**src/design/kdlp_pkg.sv**
```systemverilog
// ----------------------------------------------------------------------------
// kdlp_pkg
// Shared types and constants for the key debounce / long-press unit.
// ----------------------------------------------------------------------------
`default_nettype none

package kdlp_pkg;

    // key modes
    localparam logic [1:0] MODE_IDLE     = 2'd0;
    localparam logic [1:0] MODE_DEBOUNCE = 2'd1;
    localparam logic [1:0] MODE_PRESSED  = 2'd2;
    localparam logic [1:0] MODE_LONG     = 2'd3;

    // event codes
    localparam logic [1:0] EV_DOWN  = 2'd0;
    localparam logic [1:0] EV_LONG  = 2'd1;
    localparam logic [1:0] EV_CLICK = 2'd2;
    localparam logic [1:0] EV_UP    = 2'd3;

    // configuration register indexes
    localparam int CFG_IDX_W = 2;
    localparam logic [CFG_IDX_W-1:0] CFG_DEBOUNCE   = 2'd0;
    localparam logic [CFG_IDX_W-1:0] CFG_LONG_PRESS = 2'd1;

    localparam int DEB_W    = 8;
    localparam int HOLD_W   = 16;
    localparam int CFG_DATA_W = 16;

    localparam logic [DEB_W-1:0]  DEB_RESET  = 8'd2;
    localparam logic [HOLD_W-1:0] LONG_RESET = 16'd150;

    // output queue
    localparam int Q_DEPTH = 4;
    localparam int Q_PTR_W = 2;
    localparam int Q_CNT_W = 3;

    typedef struct packed {
        logic [1:0] code;
        logic       last;
    } event_t;

endpackage

`default_nettype wire

```
**src/design/key_debounce_long_press_unit.sv**
```systemverilog
// ----------------------------------------------------------------------------
// key_debounce_long_press_unit
// Debounce and long-press detector for one key, one sampled level per request.
// ----------------------------------------------------------------------------
// Each input request is one tick of the sampled key level. The mode and hold
// counter update in the cycle the tick is accepted, and the one or two
// resulting events go into a four-entry output queue that drives the result
// channel. A tick is taken every cycle while the queue has room for two
// events; a tick that ends a click gives two events, which leave the queue
// one per cycle, so the sustained rate is one tick per cycle as long as the
// result side drains at least as fast as events are made. Configuration
// writes take effect at once and should only be issued while idle.
`default_nettype none

module key_debounce_long_press_unit (
    input  wire                              clk,
    input  wire                              rst_n,
    input  wire                              in_valid,
    output logic                             in_ready,
    input  wire                              key_level,
    output logic                             out_valid,
    input  wire                              out_ready,
    output logic [1:0]                       event_code,
    output logic                             last_of_run,
    input  wire                              cfg_wr_en,
    input  wire  [kdlp_pkg::CFG_IDX_W-1:0]   cfg_index,
    input  wire  [kdlp_pkg::CFG_DATA_W-1:0]  cfg_data
);
    import kdlp_pkg::*;

    logic [DEB_W-1:0]   deb_cnt_reg;
    logic [HOLD_W-1:0]  long_cnt_reg;
    logic [1:0]         mode_reg, mode_next;
    logic [HOLD_W-1:0]  hold_reg, hold_next;
    logic [HOLD_W-1:0]  hold_inc;

    event_t             queue_reg [Q_DEPTH];
    logic [Q_PTR_W-1:0] wr_ptr_reg, rd_ptr_reg;
    logic [Q_CNT_W-1:0] count_reg, count_next;

    logic               in_fire, out_fire;
    logic [1:0]         n_ev;
    event_t             ev0, ev1;

    assign in_fire  = in_valid && in_ready;
    assign out_fire = out_valid && out_ready;
    assign in_ready = count_reg <= Q_CNT_W'(Q_DEPTH - 2);
    assign out_valid = count_reg != '0;
    assign event_code  = queue_reg[rd_ptr_reg].code;
    assign last_of_run = queue_reg[rd_ptr_reg].last;

    // saturating tick counter
    assign hold_inc = (hold_reg == '1) ? hold_reg : hold_reg + HOLD_W'(1);

    always_comb
    begin
        mode_next = mode_reg;
        hold_next = hold_reg;
        n_ev      = 2'd0;
        ev0       = '{code: EV_DOWN, last: 1'b1};
        ev1       = '{code: EV_UP, last: 1'b1};
        unique case (mode_reg)
            MODE_IDLE:
            begin
                if (key_level)
                begin
                    mode_next = MODE_DEBOUNCE;
                    hold_next = '0;
                end
            end
            MODE_DEBOUNCE:
            begin
                if (key_level)
                begin
                    hold_next = hold_inc;
                    if (hold_inc >= HOLD_W'(deb_cnt_reg))
                    begin
                        mode_next = MODE_PRESSED;
                        hold_next = '0;
                        n_ev      = 2'd1;
                        ev0       = '{code: EV_DOWN, last: 1'b1};
                    end
                end
                else
                begin
                    mode_next = MODE_IDLE;
                end
            end
            MODE_PRESSED:
            begin
                if (key_level)
                begin
                    hold_next = hold_inc;
                    if (hold_inc >= long_cnt_reg)
                    begin
                        mode_next = MODE_LONG;
                        n_ev      = 2'd1;
                        ev0       = '{code: EV_LONG, last: 1'b1};
                    end
                end
                else
                begin
                    mode_next = MODE_IDLE;
                    n_ev      = 2'd2;
                    ev0       = '{code: EV_CLICK, last: 1'b0};
                    ev1       = '{code: EV_UP, last: 1'b1};
                end
            end
            MODE_LONG:
            begin
                if (!key_level)
                begin
                    mode_next = MODE_IDLE;
                    n_ev      = 2'd1;
                    ev0       = '{code: EV_UP, last: 1'b1};
                end
            end
            default:
            begin
                mode_next = MODE_IDLE;
            end
        endcase
    end

    always_comb
    begin
        count_next = count_reg;
        if (in_fire)
            count_next = count_next + Q_CNT_W'(n_ev);
        if (out_fire)
            count_next = count_next - Q_CNT_W'(1);
    end

    always_ff @(posedge clk or negedge rst_n)
    begin
        if (!rst_n)
        begin
            deb_cnt_reg  <= DEB_RESET;
            long_cnt_reg <= LONG_RESET;
        end
        else if (cfg_wr_en)
        begin
            unique case (cfg_index)
                CFG_DEBOUNCE:   deb_cnt_reg  <= cfg_data[DEB_W-1:0];
                CFG_LONG_PRESS: long_cnt_reg <= cfg_data[HOLD_W-1:0];
                default:        ;
            endcase
        end
    end

    always_ff @(posedge clk or negedge rst_n)
    begin
        if (!rst_n)
        begin
            mode_reg   <= MODE_IDLE;
            hold_reg   <= '0;
            wr_ptr_reg <= '0;
            rd_ptr_reg <= '0;
            count_reg  <= '0;
        end
        else
        begin
            if (in_fire)
            begin
                mode_reg   <= mode_next;
                hold_reg   <= hold_next;
                wr_ptr_reg <= wr_ptr_reg + Q_PTR_W'(n_ev);
            end
            if (out_fire)
                rd_ptr_reg <= rd_ptr_reg + Q_PTR_W'(1);
            count_reg <= count_next;
        end
    end

    // queue payload, no reset needed
    always_ff @(posedge clk)
    begin
        if (in_fire && n_ev != 2'd0)
            queue_reg[wr_ptr_reg] <= ev0;
        if (in_fire && n_ev == 2'd2)
            queue_reg[wr_ptr_reg + Q_PTR_W'(1)] <= ev1;
    end

endmodule

`default_nettype wire

```
**config.mk**
```make
export PLATFORM = sky130hd
export DESIGN_NAME = key_debounce_long_press_unit
export DESIGN_NICKNAME = d
export VERILOG_FILES = /design/src/design/kdlp_pkg.sv /design/src/design/key_debounce_long_press_unit.sv
export SDC_FILE = /design/constraint.sdc
export NUM_CORES = 1
export LEC_CHECK = 0
export ABC_AREA = 0
export BUFFER_PORTS_ARGS = -buffer_cell sky130_fd_sc_hd__buf_2
export CAP_MARGIN = 25
export CORE_UTILIZATION = 45
export DETAILED_ROUTE_END_ITERATION = 16
export PLACE_DENSITY = 0.73
export SYNTH_ARGS = -nofsm -noshare
export SYNTH_HDL_FRONTEND = slang
export SYNTH_SLANG_ARGS = --single-unit
```
**constraint.sdc**
```tcl
create_clock -name clk -period 13.6 [get_ports clk]
set_clock_uncertainty 0.1 [all_clocks]
set_input_delay 2.72 -clock clk [delete_from_list [all_inputs] [get_ports clk]]
set_output_delay 2.72 -clock clk [all_outputs]
set_load 0.01 [all_outputs]
```
==> results.rst, run 1 <==
.. list-table::
   :header-rows: 1

   * - Metric
     - Value
   * - Result of the run
     - completed
   * - Post-layout nets
     - 478
   * - YS warnings
     - 0
   * - Avg Vias per Cell
     - 5.62
   * - Die ar.
     - 8950 sq um
   * - Cell taking the most area after synthesis
     - sky130_fd_sc_hd__dfrtp_1
   * - Multiplexer share of the synthesized area
     - 10.8%
   * - Final critical path time including I/O delays and setup
     - 5.12 ns
   * - Unrepaired setup endpoints after global routing
     - no
   * - GR Layer Usage met1
     - 27.8%
   * - Height of the chip
     - 94.6 microns
   * - Period utilization
     - 37.6%
   * - Number of cells on the worst hold path
     - 2
   * - Max_cap viols
     - 0
   * - HPWL reported at the end of detailed placement
     - 5.90 mm
   * - Number of synthesized flops with an enable pin
     - 0
   * - Max Fanout on Critical Path
     - 8
   * - Top post-synthesis cells by area
     - sky130_fd_sc_hd__dfrtp_1 (29%), sky130_fd_sc_hd__ha_1 (10%), sky130_fd_sc_hd__mux2_2 (6.7%)
   * - Gate count of the mapped netlist
     - 394
   * - Root cell of the clock tree
     - sky130_fd_sc_hd__clkbuf_8
   * - Via count of the first global-routing pass
     - 2945
   * - Global Route met3 Usage
     - 5.23%
   * - Total number of placement rows
     - 33
   * - Arrival time worst endpoint
     - 5.28 ns
   * - Total iterations of the first detailed-routing run
     - 4
   * - Total number of H-tree levels
     - 3
   * - Register-to-Register Setup Slack
     - 8.48 ns
   * - Floorplan core area
     - 8260 sq um
   * - Floorplan die width
     - 94.6 microns
   * - Worst r2r path cells
     - 22
   * - Initial standard-cell utilization of the core
     - 46.7%
   * - Final slew viol count
     - 0
   * - Relative slew slack
     - 45.7%
   * - Sequential area share after synthesis
     - 38.2%
   * - Most common flop cell mapped by yosys
     - sky130_fd_sc_hd__dfrtp_1
   * - Maximum number of pins on one net before global-route repair
     - 26
   * - Static leakage
     - 1.97 nW
   * - GR Overflow Total
     - 0
   * - Compound-cell area share of the yosys netlist
     - 14.2%
   * - Source of the worst register-to-register timing path
     - hold_reg[4]
   * - Number of vias after detailed routing
     - 2984
   * - Maximum clock frequency
     - 195 MHz
   * - Wire length of the first global-routing pass
     - 13.9 mm
   * - Buffer count from post-CTS setup fixing
     - 0
   * - Drt total wl
     - 7.97 mm
   * - Post-cts hold buffer count
     - 0
   * - GP Congestion
     - 0.887
   * - Number of buffer cells added on primary ports
     - 28
   * - Stage delay of the slowest cell on the critical path
     - 0.48 ns
   * - Combined area of all synthesized cells
     - 3860 sq um
   * - Share of synthesized flip-flops with an asynchronous set or reset
     - 80.3%
   * - Count of final setup violators
     - 0
   * - Path category of the worst min-delay check
     - register to register
   * - Number of hold-slack violations in the final timing report
     - 0
   * - Share of synthesized cell area in full adder, half adder and majority cells
     - 10.9%
   * - Endpoint of the worst hold-timing path
     - queue_reg[3][0]
   * - End of the worst register-to-register path
     - count_reg[2]
   * - Number of nets in the synthesized netlist
     - 451
   * - Total CTS buffers
     - 9
   * - Parity-gate share of the synthesized area counting xor and xnor cells
     - 2.72%
   * - Most crowded layer after global routing
     - met2
   * - Endpoint required time on the critical path
     - 13.76 ns
   * - Clock tree from TritonCTS
     - yes
   * - Area growth from synthesis to layout
     - 11.9%
   * - Synthesized flop and latch total
     - 61
   * - Number of antenna violations at the first check in global routing
     - 0
   * - Sort of element at the end of the critical path
     - register
   * - Type of the worst setup path
     - register to register
   * - Library cells used by synthesis
     - 57
   * - Antenna Diode Count
     - 0
   * - Antenna-violating nets left
     - 0
   * - Slowest stage cell on the critical path
     - sky130_fd_sc_hd__o31ai_1
   * - Power per cell area
     - 161 nW/um^2
   * - Clock latency on the worst-skew pair
     - 0.34 ns
   * - Ratio of cells with drive above 1 in the final layout
     - 21.8%
   * - Hold slack final
     - 0.392 ns
   * - Startpoint type of the worst setup path
     - register
   * - TritonCTS Sinks
     - 61
   * - Dominant combinational cell family by area after synthesis
     - simple AND/OR/NAND/NOR gates
   * - Global-route track usage on met2
     - 30.2%
   * - Yosys top cell area share
     - 28.5%
   * - Actual slew at the worst max-slew pin
     - 0.812 ns
   * - Mean post-synth cell area
     - 9.80 sq um
   * - Post-synthesis share of cell area spent on and, or, nand and nor gates
     - 17.4%
   * - All-layer global routing usage
     - 20.1%
   * - Remaining routing DRC violations
     - 0
   * - Number of buffers on the longest clock path
     - 2
   * - Clk slew on worst S/H paths
     - 0.07 ns
   * - Peak VDD IR
     - 120 uV
   * - Total negative slack
     - 0 ns
   * - Crit path cell chain
     - nand4_1 -> nor3_1 -> nand3_1 -> nand3_1 -> xnor2_1 -> ha_1 -> a21oi_1 -> o21ai_0 -> a31oi_1 -> a21oi_1 -> o31ai_1 -> o22ai_1 -> nor2_1 -> nor2_1 -> ha_1 -> inv_1 -> fa_1 -> nor2_1 -> a21oi_1 -> ha_1 -> nand2_1 -> xor2_1
   * - Detailed Route Iter0 Violations
     - 240
   * - Number of top-level pins
     - 29
   * - WL/cell
     - 15.0 microns
   * - Post-cts sizing count
     - 0
   * - Min-delay src
     - queue_reg[3][0]
logic make-up after synthesis:
| logic type | count (synthesis) |
|---|---|
| AO/OA/AOI/OAI | 76 |
| XOR/XNOR | 12 |
| adder cells (fa/ha/maj) | 33 |
| buffers and inverters | 54 |
| flip-flops | 61 |
| multiplexers | 35 |
| AND/OR/NAND/NOR | 123 |
routing by layer:
layer  vias to the layer above  part of all wire (%)
li1                       1469                     -
met1                      1435                    47
met2                        70                    46
met3                        10                   4.8
met4                         0                   1.8
met5                         -                     0
final cells by class:
cell class / count / area, sq um
fill: 729 / 3940
multi-input combinational: 279 / 2160
sequential: 61 / 1470
clock buffer: 13 / 169
timing repair buffer: 30 / 168
inverter: 40 / 150
tap: 105 / 131
clock inverter: 3 / 67.6
worst max-delay path, delay by kind of cell (launching register included):
family / cells / cell delay [ns]
AO/OA/AOI/OAI: 7 / 1.42
XOR/XNOR: 2 / 0.35
adder cells (fa/ha/maj): 4 / 1.13
buffers and inverters: 1 / 0.07
flip-flops: 1 / 0.47
AND/OR/NAND/NOR: 8 / 1.48
per-stage QoR:
| stage | setup slack (ns) | cells | power [mW] | utilization (%) | area (sq um) |
|---|---|---|---|---|---|
| 3_5_place_dp | 8.39 | 515 | 0.507 | 49.4 | 4080 |
| 5_1_grt | 8.17 | 531 | 0.745 | 52.3 | 4320 |
| 6_report | 8.48 | 531 | 0.697 | 52.3 | 4320 |
| 2_1_floorplan | 8.76 | 394 | 0.445 | - | 3860 |
| 3_3_place_gp | 8.53 | 514 | 0.496 | 49.2 | 4060 |
| 4_1_cts | 8.51 | 531 | 0.701 | 52.3 | 4320 |
layout by cell type (no fill, tap or decap), types with 3 or more instances in the layout:
cell	count
sky130_fd_sc_hd__o21ai_0	18
sky130_fd_sc_hd__nor4_1	6
sky130_fd_sc_hd__buf_2	28
sky130_fd_sc_hd__a21oi_1	18
sky130_fd_sc_hd__mux4_2	3
sky130_fd_sc_hd__nand3_1	10
sky130_fd_sc_hd__nand3b_1	3
sky130_fd_sc_hd__a31oi_1	4
sky130_fd_sc_hd__inv_1	40
sky130_fd_sc_hd__nand2_1	32
sky130_fd_sc_hd__ha_1	32
sky130_fd_sc_hd__nand4_1	8
sky130_fd_sc_hd__xnor2_1	9
sky130_fd_sc_hd__dfrtp_1	44
sky130_fd_sc_hd__clkbuf_8	12
sky130_fd_sc_hd__nand2b_1	4
sky130_fd_sc_hd__and3_1	4
sky130_fd_sc_hd__mux2i_1	9
sky130_fd_sc_hd__dfstp_2	5
sky130_fd_sc_hd__nor2_1	29
sky130_fd_sc_hd__nor3_1	8
sky130_fd_sc_hd__a22o_1	10
sky130_fd_sc_hd__dfxtp_1	12
sky130_fd_sc_hd__mux2_2	23
sky130_fd_sc_hd__or3_1	3
sky130_fd_sc_hd__a21o_1	5
sky130_fd_sc_hd__a311oi_2	3
sky130_fd_sc_hd__xor2_1	3
worst max-delay path by stage:
stage	from	end	cells past startpoint
2_1_floorplan	key_level	count_reg[2]	13
3_5_place_dp	key_level	count_reg[2]	13
6_report	hold_reg[4]	count_reg[2]	22
3_3_place_gp	key_level	count_reg[2]	13
5_1_grt	hold_reg[4]	count_reg[2]	22
4_1_cts	hold_reg[4]	count_reg[1]	21
synthesized netlist by cell type (3+ instances only):
cell / number
sky130_fd_sc_hd__a21o_1: 5
sky130_fd_sc_hd__a21oi_1: 18
sky130_fd_sc_hd__a22o_1: 10
sky130_fd_sc_hd__a311oi_2: 3
sky130_fd_sc_hd__a31oi_1: 4
sky130_fd_sc_hd__and3_1: 4
sky130_fd_sc_hd__buf_6: 3
sky130_fd_sc_hd__clkbuf_1: 8
sky130_fd_sc_hd__dfrtp_1: 44
sky130_fd_sc_hd__dfstp_2: 5
sky130_fd_sc_hd__dfxtp_1: 12
sky130_fd_sc_hd__ha_1: 32
sky130_fd_sc_hd__inv_1: 40
sky130_fd_sc_hd__mux2_2: 23
sky130_fd_sc_hd__mux2i_1: 9
sky130_fd_sc_hd__mux4_2: 3
sky130_fd_sc_hd__nand2_1: 32
sky130_fd_sc_hd__nand2b_1: 4
sky130_fd_sc_hd__nand3_1: 10
sky130_fd_sc_hd__nand3b_1: 3
sky130_fd_sc_hd__nand4_1: 8
sky130_fd_sc_hd__nor2_1: 29
sky130_fd_sc_hd__nor3_1: 8
sky130_fd_sc_hd__nor4_1: 6
sky130_fd_sc_hd__o21ai_0: 18
sky130_fd_sc_hd__or3_1: 3
sky130_fd_sc_hd__xnor2_1: 9
sky130_fd_sc_hd__xor2_1: 3
report_power, final:
group	internal, mW	leakage, nW	total, mW	switching [mW]
sequential	0.228	0.709	0.273	0.0444
combinational	0.108	1.14	0.233	0.125
clock	0.118	0.116	0.192	0.0733
Note: power is estimated with default switching activity, not from simulation.
==> run 2: changes to the inputs <==
==> constraint.sdc (replaced) <==
create_clock -name clk -period 5 [get_ports clk]
set_clock_uncertainty 0.1 [all_clocks]
set_input_delay 1 -clock clk [delete_from_list [all_inputs] [get_ports clk]]
set_output_delay 1 -clock clk [all_outputs]
set_load 0.01 [all_outputs]
==> run 2 against run 1 <==
Effect of this change:
- combinational power rose to 2.7 times the previous value
- critical path depth fell by 2
- power rose to 2.6 times the previous value
- worst setup slack got worse by 8.1 ns
- flip-flop and latch count did not move
- largest power group unchanged
- highest routed layer unchanged
==> results.rst, run 2 (same netlist as run 1, synthesis figures left out) <==
.. list-table::
   :header-rows: 1

   * - Metric
     - Value
   * - Number of top-level pins
     - 29
   * - Placed inst area
     - 4100 sq um
   * - Relative slew slack
     - 46.5%
   * - Avg Vias per Cell
     - 5.67
   * - Register-to-Register Setup Slack
     - 0.33 ns
   * - HPWL reported at the end of detailed placement
     - 6.03 mm
   * - Number of buffers on the longest clock path
     - 2
   * - Total number of placement rows
     - 33
   * - Clk slew on worst S/H paths
     - 0.07 ns
   * - Maximum clock frequency
     - 214 MHz
   * - Count of final setup violators
     - 0
   * - Endpoint required time on the critical path
     - 5.17 ns
   * - Area growth from synthesis to layout
     - 11.5%
   * - Final critical path time including I/O delays and setup
     - 4.67 ns
   * - Power per cell area
     - 420 nW/um^2
   * - Die ar.
     - 8950 sq um
   * - Antenna-violating nets left
     - 0
   * - Post-layout nets
     - 479
   * - All-layer global routing usage
     - 20.1%
   * - Final slew viol count
     - 0
   * - Sort of element at the end of the critical path
     - register
   * - Static leakage
     - 1.95 nW
   * - Height of the chip
     - 94.6 microns
   * - End of the worst register-to-register path
     - count_reg[2]
   * - Number of antenna violations at the first check in global routing
     - 0
   * - Startpoint type of the worst setup path
     - register
   * - GR Overflow Total
     - 0
   * - Drt total wl
     - 7.97 mm
   * - Number of cells on the worst hold path
     - 1
   * - Result of the run
     - completed
   * - Root cell of the clock tree
     - sky130_fd_sc_hd__clkbuf_8
   * - Number of buffer cells added on primary ports
     - 28
   * - Number of vias after detailed routing
     - 3018
   * - Total non-filler cell area in the finished layout
     - 4300 sq um
   * - Endpoint of the worst hold-timing path
     - long_cnt_reg[12]
   * - Detailed Route Iter0 Violations
     - 222
   * - Source of the worst register-to-register timing path
     - hold_reg[0]
   * - Unrepaired setup endpoints after global routing
     - no
   * - Arrival time worst endpoint
     - 4.83 ns
   * - Antenna Diode Count
     - 0
   * - Period utilization
     - 93.4%
   * - Max Fanout on Critical Path
     - 7
   * - WL/cell
     - 15.0 microns
   * - Actual slew at the worst max-slew pin
     - 0.801 ns
   * - GP Congestion
     - 0.901
   * - Min-delay src
     - long_cnt_reg[12]
   * - Most frequent cells in the layout
     - sky130_fd_sc_hd__dfrtp_1 (44), sky130_fd_sc_hd__inv_1 (40), sky130_fd_sc_hd__nand2_1 (32), sky130_fd_sc_hd__ha_1 (32), sky130_fd_sc_hd__nor2_1 (29)
   * - Total negative slack
     - 0 ns
   * - Buffer count from post-CTS setup fixing
     - 0
   * - Remaining routing DRC violations
     - 0
   * - Total CTS buffers
     - 9
   * - Path category of the worst min-delay check
     - register to register
   * - Clock tree from TritonCTS
     - yes
   * - Floorplan core area
     - 8260 sq um
   * - Initial standard-cell utilization of the core
     - 46.7%
   * - Worst r2r path cells
     - 20
   * - Total iterations of the first detailed-routing run
     - 4
   * - Maximum number of pins on one net before global-route repair
     - 27
   * - Peak VDD IR
     - 339 uV
   * - TritonCTS Sinks
     - 61
   * - Type of the worst setup path
     - register to register
   * - Commonest non-fill, non-tap cell in the layout
     - sky130_fd_sc_hd__dfrtp_1
   * - Total number of H-tree levels
     - 3
   * - Via count of the first global-routing pass
     - 2876
   * - Clock latency on the worst-skew pair
     - 0.34 ns
   * - Core occupancy in the finished layout
     - 52.1%
   * - Max_cap viols
     - 0
   * - Ratio of cells with drive above 1 in the final layout
     - 22.5%
   * - Floorplan die width
     - 94.6 microns
   * - Wire length of the first global-routing pass
     - 13.7 mm
   * - Number of hold-slack violations in the final timing report
     - 0
-- run 2: metal layers --
metal	share of wire, %	routed length (microns)	global-route usage [%]	up-vias
li1	-	-	-	1476
met3	4.2	337	2.98	14
met5	0	0	0	-
met4	2.3	185	9.34	0
met1	48	3860	28.8	1436
met2	45	3590	29.7	92
-- run 2: worst max path at each step --
stage | from | slack (ns) | cells after the start | end
after floorplan | hold_reg[4] | 0.69 | 21 | count_reg[1]
after global placement | hold_reg[4] | 0.40 | 20 | count_reg[1]
after detailed placement | hold_reg[4] | 0.22 | 22 | count_reg[2]
after CTS | hold_reg[4] | 0.17 | 22 | count_reg[2]
after global routing | hold_reg[5] | 0.02 | 21 | count_reg[1]
final | hold_reg[0] | 0.33 | 20 | count_reg[2]
-- run 2: layout make-up --
class,count,area [sq um]
inverters,40,150
flip-flops and latches,61,1470
well taps,105,131
repair buffers,31,183
clock buffers,12,145
fillers,747,3950
multi-input cells,279,2170
clock inverters,4,47.5
-- run 2: worst max-delay path: stages, from the launching register on --
cell,delay [ns]
sky130_fd_sc_hd__dfrtp_1,0.50
sky130_fd_sc_hd__ha_1,0.37
sky130_fd_sc_hd__nand3_1,0.22
sky130_fd_sc_hd__nor4_1,0.33
sky130_fd_sc_hd__mux2_2,0.42
sky130_fd_sc_hd__ha_1,0.30
sky130_fd_sc_hd__a21o_1,0.16
sky130_fd_sc_hd__a21oi_1,0.17
sky130_fd_sc_hd__nand2b_1,0.09
sky130_fd_sc_hd__o31ai_2,0.33
sky130_fd_sc_hd__o22ai_1,0.14
sky130_fd_sc_hd__nor2_1,0.11
sky130_fd_sc_hd__nor2_1,0.07
sky130_fd_sc_hd__ha_1,0.18
sky130_fd_sc_hd__inv_1,0.06
sky130_fd_sc_hd__fa_1,0.41
sky130_fd_sc_hd__nor2_1,0.12
sky130_fd_sc_hd__a21oi_1,0.07
sky130_fd_sc_hd__ha_1,0.23
sky130_fd_sc_hd__nand2_1,0.07
sky130_fd_sc_hd__xor2_1,0.15
-- run 2: per-stage QoR --
step | hold WS, ns | power [mW] | std cells | setup WS, ns
2_1_floorplan | 0.352 | 1.21 | 394 | 0.690
3_3_place_gp | 0.376 | 1.35 | 515 | 0.403
3_5_place_dp | 0.385 | 1.38 | 516 | 0.218
4_1_cts | 0.401 | 1.82 | 532 | 0.172
5_1_grt | 0.436 | 1.95 | 532 | 0.0170
6_report | 0.408 | 1.81 | 532 | 0.332
-- run 2: repair_timing --
action | CTS | global route
hold buffers | 0 | 0
gates resized for setup | 0 | 3
endpoints found under the setup margin | 0 | 2
-- run 2: report_power, final --
group	internal, mW	switching [mW]	total, mW	leakage, nW
sequential	0.621	0.122	0.743	0.709
clock	0.242	0.194	0.436	0.0964
combinational	0.297	0.334	0.631	1.15
total	1.16	0.649	1.81	1.95
